--- config.mk ---
export PLATFORM = sky130hd
export DESIGN_NAME = simplified_des_cipher_unit
export DESIGN_NICKNAME = d
export VERILOG_FILES = /design/src/sv/sdes_pkg.sv /design/src/sv/sdes_keysched.sv /design/src/sv/sdes_round.sv /design/src/sv/simplified_des_cipher_unit.sv
export SDC_FILE = /design/constraint.sdc
export NUM_CORES = 1
export LEC_CHECK = 0
export BUFFER_PORTS_ARGS = -buffer_cell sky130_fd_sc_hd__buf_2
export CORE_MARGIN = 2
export CORE_UTILIZATION = 45
export DETAILED_ROUTE_END_ITERATION = 8
export PLACE_DENSITY = 0.83
export SLEW_MARGIN = 30
export SYNTH_ARGS = -nofsm -noshare
export SYNTH_HDL_FRONTEND = slang
export SYNTH_HIERARCHICAL = 1
export SYNTH_SLANG_ARGS = --single-unit
export TNS_END_PERCENT = 30
--- constraint.sdc ---
create_clock -name clk -period 6.4 [get_ports clk]
set_input_delay 1.6 -clock clk [delete_from_list [all_inputs] [get_ports clk]]
set_output_delay 1.6 -clock clk [all_outputs]
set_load 0.03 [all_outputs]
--- src/sv/sdes_pkg.sv ---
`default_nettype none

package sdes_pkg;

	// Bit positions count from one at the most significant bit
	localparam int P10 [10] = '{3, 5, 2, 7, 4, 10, 1, 9, 8, 6};
	localparam int P8 [8] = '{6, 3, 7, 4, 8, 5, 10, 9};
	localparam int IP [8] = '{2, 6, 3, 1, 4, 8, 5, 7};
	localparam int IP_INV [8] = '{4, 1, 3, 5, 7, 2, 8, 6};
	localparam int EP [8] = '{4, 1, 2, 3, 2, 3, 4, 1};
	localparam int P4 [4] = '{2, 4, 3, 1};

	localparam logic [1:0] SBOX_A [4][4] = '{
		'{2'd1, 2'd0, 2'd3, 2'd2},
		'{2'd3, 2'd2, 2'd1, 2'd0},
		'{2'd0, 2'd2, 2'd1, 2'd3},
		'{2'd3, 2'd1, 2'd0, 2'd2}
	};
	localparam logic [1:0] SBOX_B [4][4] = '{
		'{2'd0, 2'd1, 2'd2, 2'd3},
		'{2'd2, 2'd3, 2'd1, 2'd0},
		'{2'd3, 2'd0, 2'd1, 2'd2},
		'{2'd2, 2'd1, 2'd0, 2'd3}
	};

	// Register map
	localparam logic REG_CIPHER_KEY = 1'b0;

	typedef struct packed {
		logic [7:0] k1;
		logic [7:0] k2;
	} sdes_subkeys_t;

	function automatic logic [9:0] perm_p10(input logic [9:0] v);
		logic [9:0] r;
		for (int i = 0; i < 10; i++) begin
			r[9 - i] = v[10 - P10[i]];
		end
		return r;
	endfunction

	function automatic logic [7:0] perm_p8(input logic [9:0] v);
		logic [7:0] r;
		for (int i = 0; i < 8; i++) begin
			r[7 - i] = v[10 - P8[i]];
		end
		return r;
	endfunction

	function automatic logic [7:0] perm_ip(input logic [7:0] v);
		logic [7:0] r;
		for (int i = 0; i < 8; i++) begin
			r[7 - i] = v[8 - IP[i]];
		end
		return r;
	endfunction

	function automatic logic [7:0] perm_ip_inv(input logic [7:0] v);
		logic [7:0] r;
		for (int i = 0; i < 8; i++) begin
			r[7 - i] = v[8 - IP_INV[i]];
		end
		return r;
	endfunction

	function automatic logic [7:0] perm_ep(input logic [3:0] v);
		logic [7:0] r;
		for (int i = 0; i < 8; i++) begin
			r[7 - i] = v[4 - EP[i]];
		end
		return r;
	endfunction

	function automatic logic [3:0] perm_p4(input logic [3:0] v);
		logic [3:0] r;
		for (int i = 0; i < 4; i++) begin
			r[3 - i] = v[4 - P4[i]];
		end
		return r;
	endfunction

endpackage

`default_nettype wire

--- src/sv/sdes_keysched.sv ---
`default_nettype none

module sdes_keysched (
	input  wire logic [9:0]           cipher_key,
	output sdes_pkg::sdes_subkeys_t   subkeys
);

	logic [9:0] p10;
	logic [9:0] rot1;
	logic [9:0] rot2;

	// Permute the key, then rotate each five-bit half from the same start
	always_comb begin
		p10 = sdes_pkg::perm_p10(cipher_key);
		rot1 = {p10[8:5], p10[9], p10[3:0], p10[4]};
		rot2 = {p10[7:5], p10[9:8], p10[2:0], p10[4:3]};
		subkeys.k1 = sdes_pkg::perm_p8(rot1);
		subkeys.k2 = sdes_pkg::perm_p8(rot2);
	end

endmodule

`default_nettype wire

--- src/sv/sdes_round.sv ---
`default_nettype none

module sdes_round (
	input  wire logic [3:0] left,
	input  wire logic [3:0] right,
	input  wire logic [7:0] subkey,
	output logic      [3:0] left_next
);

	logic [7:0] mixed;
	logic [1:0] s_a;
	logic [1:0] s_b;

	// Expand, mix in the subkey, substitute, permute, fold into the left half
	always_comb begin
		mixed = sdes_pkg::perm_ep(right) ^ subkey;
		s_a = sdes_pkg::SBOX_A[{mixed[7], mixed[4]}][mixed[6:5]];
		s_b = sdes_pkg::SBOX_B[{mixed[3], mixed[0]}][mixed[2:1]];
		left_next = left ^ sdes_pkg::perm_p4({s_a, s_b});
	end

endmodule

`default_nettype wire

--- src/sv/simplified_des_cipher_unit.sv ---
`default_nettype none

// Channel   Handshake                           Payload
// command   start in, busy out (always low)      cmd, data_in
// result    done out, one-cycle strobe           data_out
// config    APB: psel, penable, pwrite, pready   paddr, pwdata, prdata
//
// One block is taken every cycle; after the transfer, the block is held in
// the input register, then passes through the two Feistel rounds into the
// result register, which drives the strobe.
// Reset clears the key and both valid flags.
// The receiver cannot stall; busy never rises.

module simplified_des_cipher_unit (
	input  wire logic        clk,
	input  wire logic        arst_n,
	input  wire logic        start,
	output logic             busy,
	input  wire logic        cmd,
	input  wire logic [7:0]  data_in,
	output logic             done,
	output logic      [7:0]  data_out,
	input  wire logic        psel,
	input  wire logic        penable,
	input  wire logic        pwrite,
	input  wire logic [2:0]  paddr,
	input  wire logic [31:0] pwdata,
	output logic      [31:0] prdata,
	output logic             pready
);

	logic [9:0]              cipher_key_q;
	logic                    valid_s1;
	logic                    cmd_s1;
	logic [7:0]              data_s1;
	logic                    valid_s2;
	logic [7:0]              data_s2;
	sdes_pkg::sdes_subkeys_t subkeys;
	logic [7:0]              ip;
	logic [7:0]              key_a;
	logic [7:0]              key_b;
	logic [3:0]              r1;
	logic [3:0]              l2;

	assign busy   = 1'b0;
	assign pready = 1'b1;

	// Write the key register on a completed APB write
	always_ff @(posedge clk or negedge arst_n) begin
		if (!arst_n) begin
			cipher_key_q <= '0;
		end else if (psel && penable && pwrite && paddr[2] == sdes_pkg::REG_CIPHER_KEY) begin
			cipher_key_q <= pwdata[9:0];
		end
	end

	// Read back the key
	always_comb begin
		prdata = '0;
		if (paddr[2] == sdes_pkg::REG_CIPHER_KEY) begin
			prdata = {22'd0, cipher_key_q};
		end
	end

	sdes_keysched u_keysched (
		.cipher_key (cipher_key_q),
		.subkeys    (subkeys)
	);

	// Capture each command transfer
	always_ff @(posedge clk or negedge arst_n) begin
		if (!arst_n) begin
			valid_s1 <= 1'b0;
		end else begin
			valid_s1 <= start && !busy;
		end
	end

	always_ff @(posedge clk) begin
		if (start && !busy) begin
			cmd_s1  <= cmd;
			data_s1 <= data_in;
		end
	end

	// Swap subkey order for decrypt
	always_comb begin
		ip    = sdes_pkg::perm_ip(data_s1);
		key_a = cmd_s1 ? subkeys.k2 : subkeys.k1;
		key_b = cmd_s1 ? subkeys.k1 : subkeys.k2;
	end

	sdes_round u_round1 (
		.left      (ip[7:4]),
		.right     (ip[3:0]),
		.subkey    (key_a),
		.left_next (r1)
	);

	sdes_round u_round2 (
		.left      (ip[3:0]),
		.right     (r1),
		.subkey    (key_b),
		.left_next (l2)
	);

	// Register the result and its strobe
	always_ff @(posedge clk or negedge arst_n) begin
		if (!arst_n) begin
			valid_s2 <= 1'b0;
		end else begin
			valid_s2 <= valid_s1;
		end
	end

	always_ff @(posedge clk) begin
		if (valid_s1) begin
			data_s2 <= sdes_pkg::perm_ip_inv({l2, r1});
		end
	end

	assign done     = valid_s2;
	assign data_out = data_s2;

endmodule

`default_nettype wire

* After elaboration in Yosys (flattened, before gate mapping) *
Index checks and enable logic that the tools add are counted.

word-level totals
  register bits after elaboration = 29
  bits of input ports = 50
  output and inout bits = 43

operators by class
  magnitude comparators = 8
  mux-type cells = 27
  bitwise operators = 13
  reduce and logical (&&, ||, !) cells = 3

operator list
  kind                  count
  $mux W8               10
  $bmux W8 S2           4
  $ge A3 B3 Y1 const B  8
  $not A2 Y3            8
  $bmux W2 S2           4
  $mux W2               8
  $xor A8 B8 Y8         2
  $mux W10              1
  $xor A4 B4 Y4         2
  $logic_and A1 B1 Y1   3
  $not A1 Y1            1

* Longest topological paths before layout *
  depth after elaboration = 19
  depth in mapped cells = 13

* Hierarchy *
The synthesis kept the hierarchy.

modules (own cells, without submodules)
  module                      instances  cells an instance  area each (um^2)  seq. area each (um^2)
  simplified_des_cipher_unit  1          96                 1452.6            810.8
  sdes_round                  2          29                 256.5             0.0
  sdes_keysched               1          16                 120.1             0.0

* Least setup slack after synthesis *
Ideal clock, no wire load.

  kind = input to output
  from = input paddr[2]
  to = output prdata[0]
  arrival = 2.242 ns
  required time = 4.800 ns
  setup slack = 2.558 ns
  stages = 2
  path through = clkbuf_1 -> nor2b_1

on the way
  cells in the longest elaborated chain, start to end = 1

ends and longest elaborated chain
  element          RTL line                          source
  start, declared  simplified_des_cipher_unit.sv:26  input wire logic [2:0] paddr,
  $mux W10         simplified_des_cipher_unit.sv:60  if (paddr[2] == sdes_pkg::REG_CIPHER_KEY) begin
  end, declared    simplified_des_cipher_unit.sv:28  output logic [31:0] prdata,

No other way between the ends.

* Worst setup path in the final report *
  from = register cmd_s1
  to = register data_s2[2] (netlist: data_out[2]), data pin

on the way
  cells in the longest elaborated chain, start to end = 19

ends and longest elaborated chain
  element                                     RTL line                           source
  start, declared                             simplified_des_cipher_unit.sv:34   logic cmd_s1;
  start signal, assigned                      simplified_des_cipher_unit.sv:81   cmd_s1 <= cmd;
  $mux W8                                     simplified_des_cipher_unit.sv:89   key_a = cmd_s1 ? subkeys.k2 : subkeys.k1;
  via key_a[3]                                simplified_des_cipher_unit.sv:40   logic [7:0] key_a;
  $xor A8 B8 Y8                               sdes_round.sv:16                   mixed = sdes_pkg::perm_ep(right) ^ subkey;
  $not A2 Y3 (implied by the code)            sdes_round.sv:18                   s_b = sdes_pkg::SBOX_B[{mixed[3], mixed[0]}][mixed[2:1]];
  $bmux W8 S2                                 sdes_round.sv:18
  $mux W8 (implied by the code) (2 in a row)  sdes_round.sv:18
  $bmux W2 S2                                 sdes_round.sv:18
  $mux W2 (implied by the code) (2 in a row)  sdes_round.sv:18
  [... 1 more ...]                            -
  via r1[2]                                   simplified_des_cipher_unit.sv:42   logic [3:0] r1;
  $xor A8 B8 Y8                               sdes_round.sv:16
  $not A2 Y3 (implied by the code)            sdes_round.sv:18
  $bmux W8 S2                                 sdes_round.sv:18
  $mux W8 (implied by the code) (2 in a row)  sdes_round.sv:18
  $bmux W2 S2                                 sdes_round.sv:18
  $mux W2 (implied by the code) (2 in a row)  sdes_round.sv:18
  $xor A4 B4 Y4                               sdes_round.sv:19                   left_next = left ^ sdes_pkg::perm_p4({s_a, s_b});
  via l2[2]                                   simplified_des_cipher_unit.sv:43   logic [3:0] l2;
  end signal, assigned                        simplified_des_cipher_unit.sv:118  data_s2 <= sdes_pkg::perm_ip_inv({l2, r1});
  end, declared                               simplified_des_cipher_unit.sv:37   logic [7:0] data_s2;

The timed path passes the listed nets, and every way through them passes these cells. The select of a mux whose other input is x is not followed.
A chain may end at the register's enable or synchronous reset.

==> metrics.txt <==
Die Footprint=5200 um2; Comb power frac=56.0%; GR Util All Layers=13.8%; # IOs=93; Pleak=1.01 nW; run status=finished clean; gr ovfl total=0; DR top layer=met4; Detail Route met3 WL=164 um; Core Region=4410 um2; register area share after synthesis=38.9%; largest family of logic cells by synthesized area=multiplexers; Crit. Startpoint=cmd_s1$_DFFE_PP_; Syn Inst Count=170; syn_area_per_cell=12.3 um2; initial antenna violation count=0; total number of H-tree levels=2; router iterations before antenna repair=4; Sw Ratio=40.3%; I/O Buffers=44; largest net degree at the start of global routing=17; multi-input logic area=1000 um2; fillers=400; Sink Count=29; largest area contributor in the synthesized netlist=edfxtp_1; post_cts resized=0; Layout Area Growth over Synthesis=5.34%; Internal Dissipation=0.593 mW; clock slew at reported path FFs=0.06 ns; fin crit period=4.07 ns; peak fanout along the critical path=16; setup total negative slack=0 ns; CP startpoint kind=register; r2r setup slk=2.33 ns; cts hold-fix bufs=0; area share of the largest cell type after synthesis=24.5%; R2R cell count=9; Rows=24; CTS buffer count=5; layout cell share with drive strength beyond 1=41.5%; Post-Route WL=3140 um; worst vdd ir=0.000174 V; # placed instances=244; crit end category=register; Yosys cell types=25; Starting Density=47.3%; PwrDens=453 nW/um2; CP required=6.43 ns; Slew HR=57.6%; worst slew pin tran=0.633 ns; antenna-violating nets left=0; xor/xnor cell area share of the yosys netlist=14.9%; post-synthesis simple-gate area fraction=6.18%; DPL Wire Length=2520 um; Antenna diodes=0; Chip Width=72.1 um; DR vias=1160; Hold Vio Cnt, Final=0; Sw Pwr=0.401 mW; Setup Skew=0.00347 ns; Nets=253; Chip Height=72.1 um; Post-Synth Adder-Cell Area=2.40%; Post-Syn Area=2090 um2; Warnings, synthesis=6; RSZ-0062 raised after global routing=false; highest clock rate=0.246 GHz; Pwr Total=0.995 mW; worst flop-to-flop path startpoint=cmd_s1$_DFFE_PP_; clock tree from TritonCTS=built; Synth Area in Compound Gates=2.40%; Post-Route M1 WL=1270 um; Hold Crit Start=cipher_key_q[8]$_DFFE_PN0P_; mux contribution to synthesized area=18.0%; max-slew violations=0; CP Class=register to register; placer's final routability congestion estimate=0.778; post-route cell area=2200 um2; Min-Delay Path Class=register to register; met2 routed WL=1670 um; worst setup path end=data_out[2]$_DFFE_PP_; Finished Layout Cells=252; CTS root buffer=clkbuf_8; WHS=0.499 ns; initial DRC count=18; Max-cap violations=0; number of post-CTS setup repair buffers=0; #FFs+latches synth=29; first-pass GRT wire length=5260 um; Flop pwr share=30.1%; top cells by area, synth=edfxtp_1 (24%), buf_4 (14%), dfrtp_1 (14%); register area=811 um2; Wirelength per Cell=12.5 um; Final WS setup=2.33 ns; Placement Cell Area=2120 um2; worst-skew pair later-pin latency=0.28 ns; Tcrit/Tclk final=63.6%; post-place setup slack=2.33 ns; number of global-route vias before repair=1134; clock network fraction of design power=13.9%; drc violations=0; fin util=49.8%; Reg2Reg Capture Point=data_out[2]$_DFFE_PP_; Avg Vias per Cell=4.60; setup violators final=0; CTS max path bufs=2; CP Data Arrival Time=4.10 ns
==> worst min-delay path by stage <==
| stage | to | slack [ns] | cells after the start |
|---|---|---|---|
| 6_report | cipher_key_q[8]$_DFFE_PN0P_ | 0.50 | 1 |
| 5_1_grt | cipher_key_q[8]$_DFFE_PN0P_ | 0.55 | 1 |
| 4_1_cts | cipher_key_q[8]$_DFFE_PN0P_ | 0.50 | 1 |
| 3_5_place_dp | cipher_key_q[8]$_DFFE_PN0P_ | 0.48 | 1 |
| 3_3_place_gp | cipher_key_q[8]$_DFFE_PN0P_ | 0.49 | 1 |
| 2_1_floorplan | cipher_key_q[8]$_DFFE_PN0P_ | 0.47 | 1 |
==> flip-flops by register name (all words and copies together), names as in the netlist <==
name          count
cipher_key_q     10
cmd_s1            1
data_out          8
data_s1           8
done              1
valid_s1          1
==> metal layers <==
metal | vias up | GRT usage, %
met3 | 5 | 4.58
met4 | 0 | 6.71
met5 | - | 0
met1 | 552 | 15.3
li1 | 569 | -
met2 | 34 | 23.6
==> cell usage after synthesis <==
master	number
clkbuf_1	1
xor2_2	2
mux2_4	10
nand4b_4	1
xor2_1	12
buf_6	3
inv_1	4
dfrtp_1	12
nor2_1	2
mux4_2	2
xnor2_1	16
conb_1	2
nor2b_1	10
or3b_1	2
nand2_1	2
xnor2_2	2
ha_1	4
o21ai_0	2
edfxtp_1	17
o211ai_1	2
a211oi_1	2
a21oi_1	2
nor3_1	2
buf_4	40
mux2_2	16
==> power by group through the flow <==
| stage | sequential (mW) | clock (mW) | combinational [mW] |
|---|---|---|---|
| 4_1_cts | 0.301 | 0.143 | 0.564 |
| 3_3_place_gp | 0.304 | 0 | 0.543 |
| 2_1_floorplan | 0.344 | 0 | 0.459 |
| 6_report | 0.300 | 0.138 | 0.557 |
| 5_1_grt | 0.309 | 0.152 | 0.612 |
| 3_5_place_dp | 0.304 | 0 | 0.562 |
==> worst max-delay path: stages (launching register included) <==
cell and delay (ns):
edfxtp_1 0.74, mux2_2 0.41, xor2_1 0.28, ha_1 0.30, mux4_2 0.48, xnor2_1 0.36, xor2_1 0.33, ha_1 0.29
mux4_2 0.47, xnor2_1 0.14
==> cells in the final DEF, fill, tap and decap left out <==
master	Yosys	final
conb_1	2	24
nor2_1	2	2
ha_1	4	4
clkbuf_8	0	5
buf_2	0	44
clkinv_2	0	1
edfxtp_1	17	17
clkinv_1	0	2
mux4_2	2	2
o211ai_1	2	2
xnor2_1	16	16
a211oi_1	2	2
dfrtp_1	12	12
nor2b_1	10	10
xor2_2	2	2
o21ai_0	2	2
a21oi_1	2	2
nor3_1	2	2
xnor2_2	2	2
mux2_2	16	16
or3b_1	2	2
nand2_1	2	2
nand4b_4	1	1
mux2_4	10	10
inv_1	4	4
xor2_1	12	12
==> final cells by class <==
type | count | share of cell area [%]
Clock buffer | 5 | 3.13
Clock inverter | 3 | 0.569
Inverter | 4 | 0.683
Multi-Input combinational cell | 115 | 45.7
Sequential cell | 29 | 36.9
Tap cell | 52 | 2.96
Timing Repair Buffer | 44 | 10.0
==> cell families after synthesis <==
| group | after synthesis |
|---|---|
| compound gates | 8 |
| other cells | 2 |
| flops | 29 |
| xor+xnor | 32 |
| buf+inv | 48 |
| fa+ha+maj | 4 |
| mux | 28 |
| simple gates | 19 |
(Power assumes the default switching activity.)
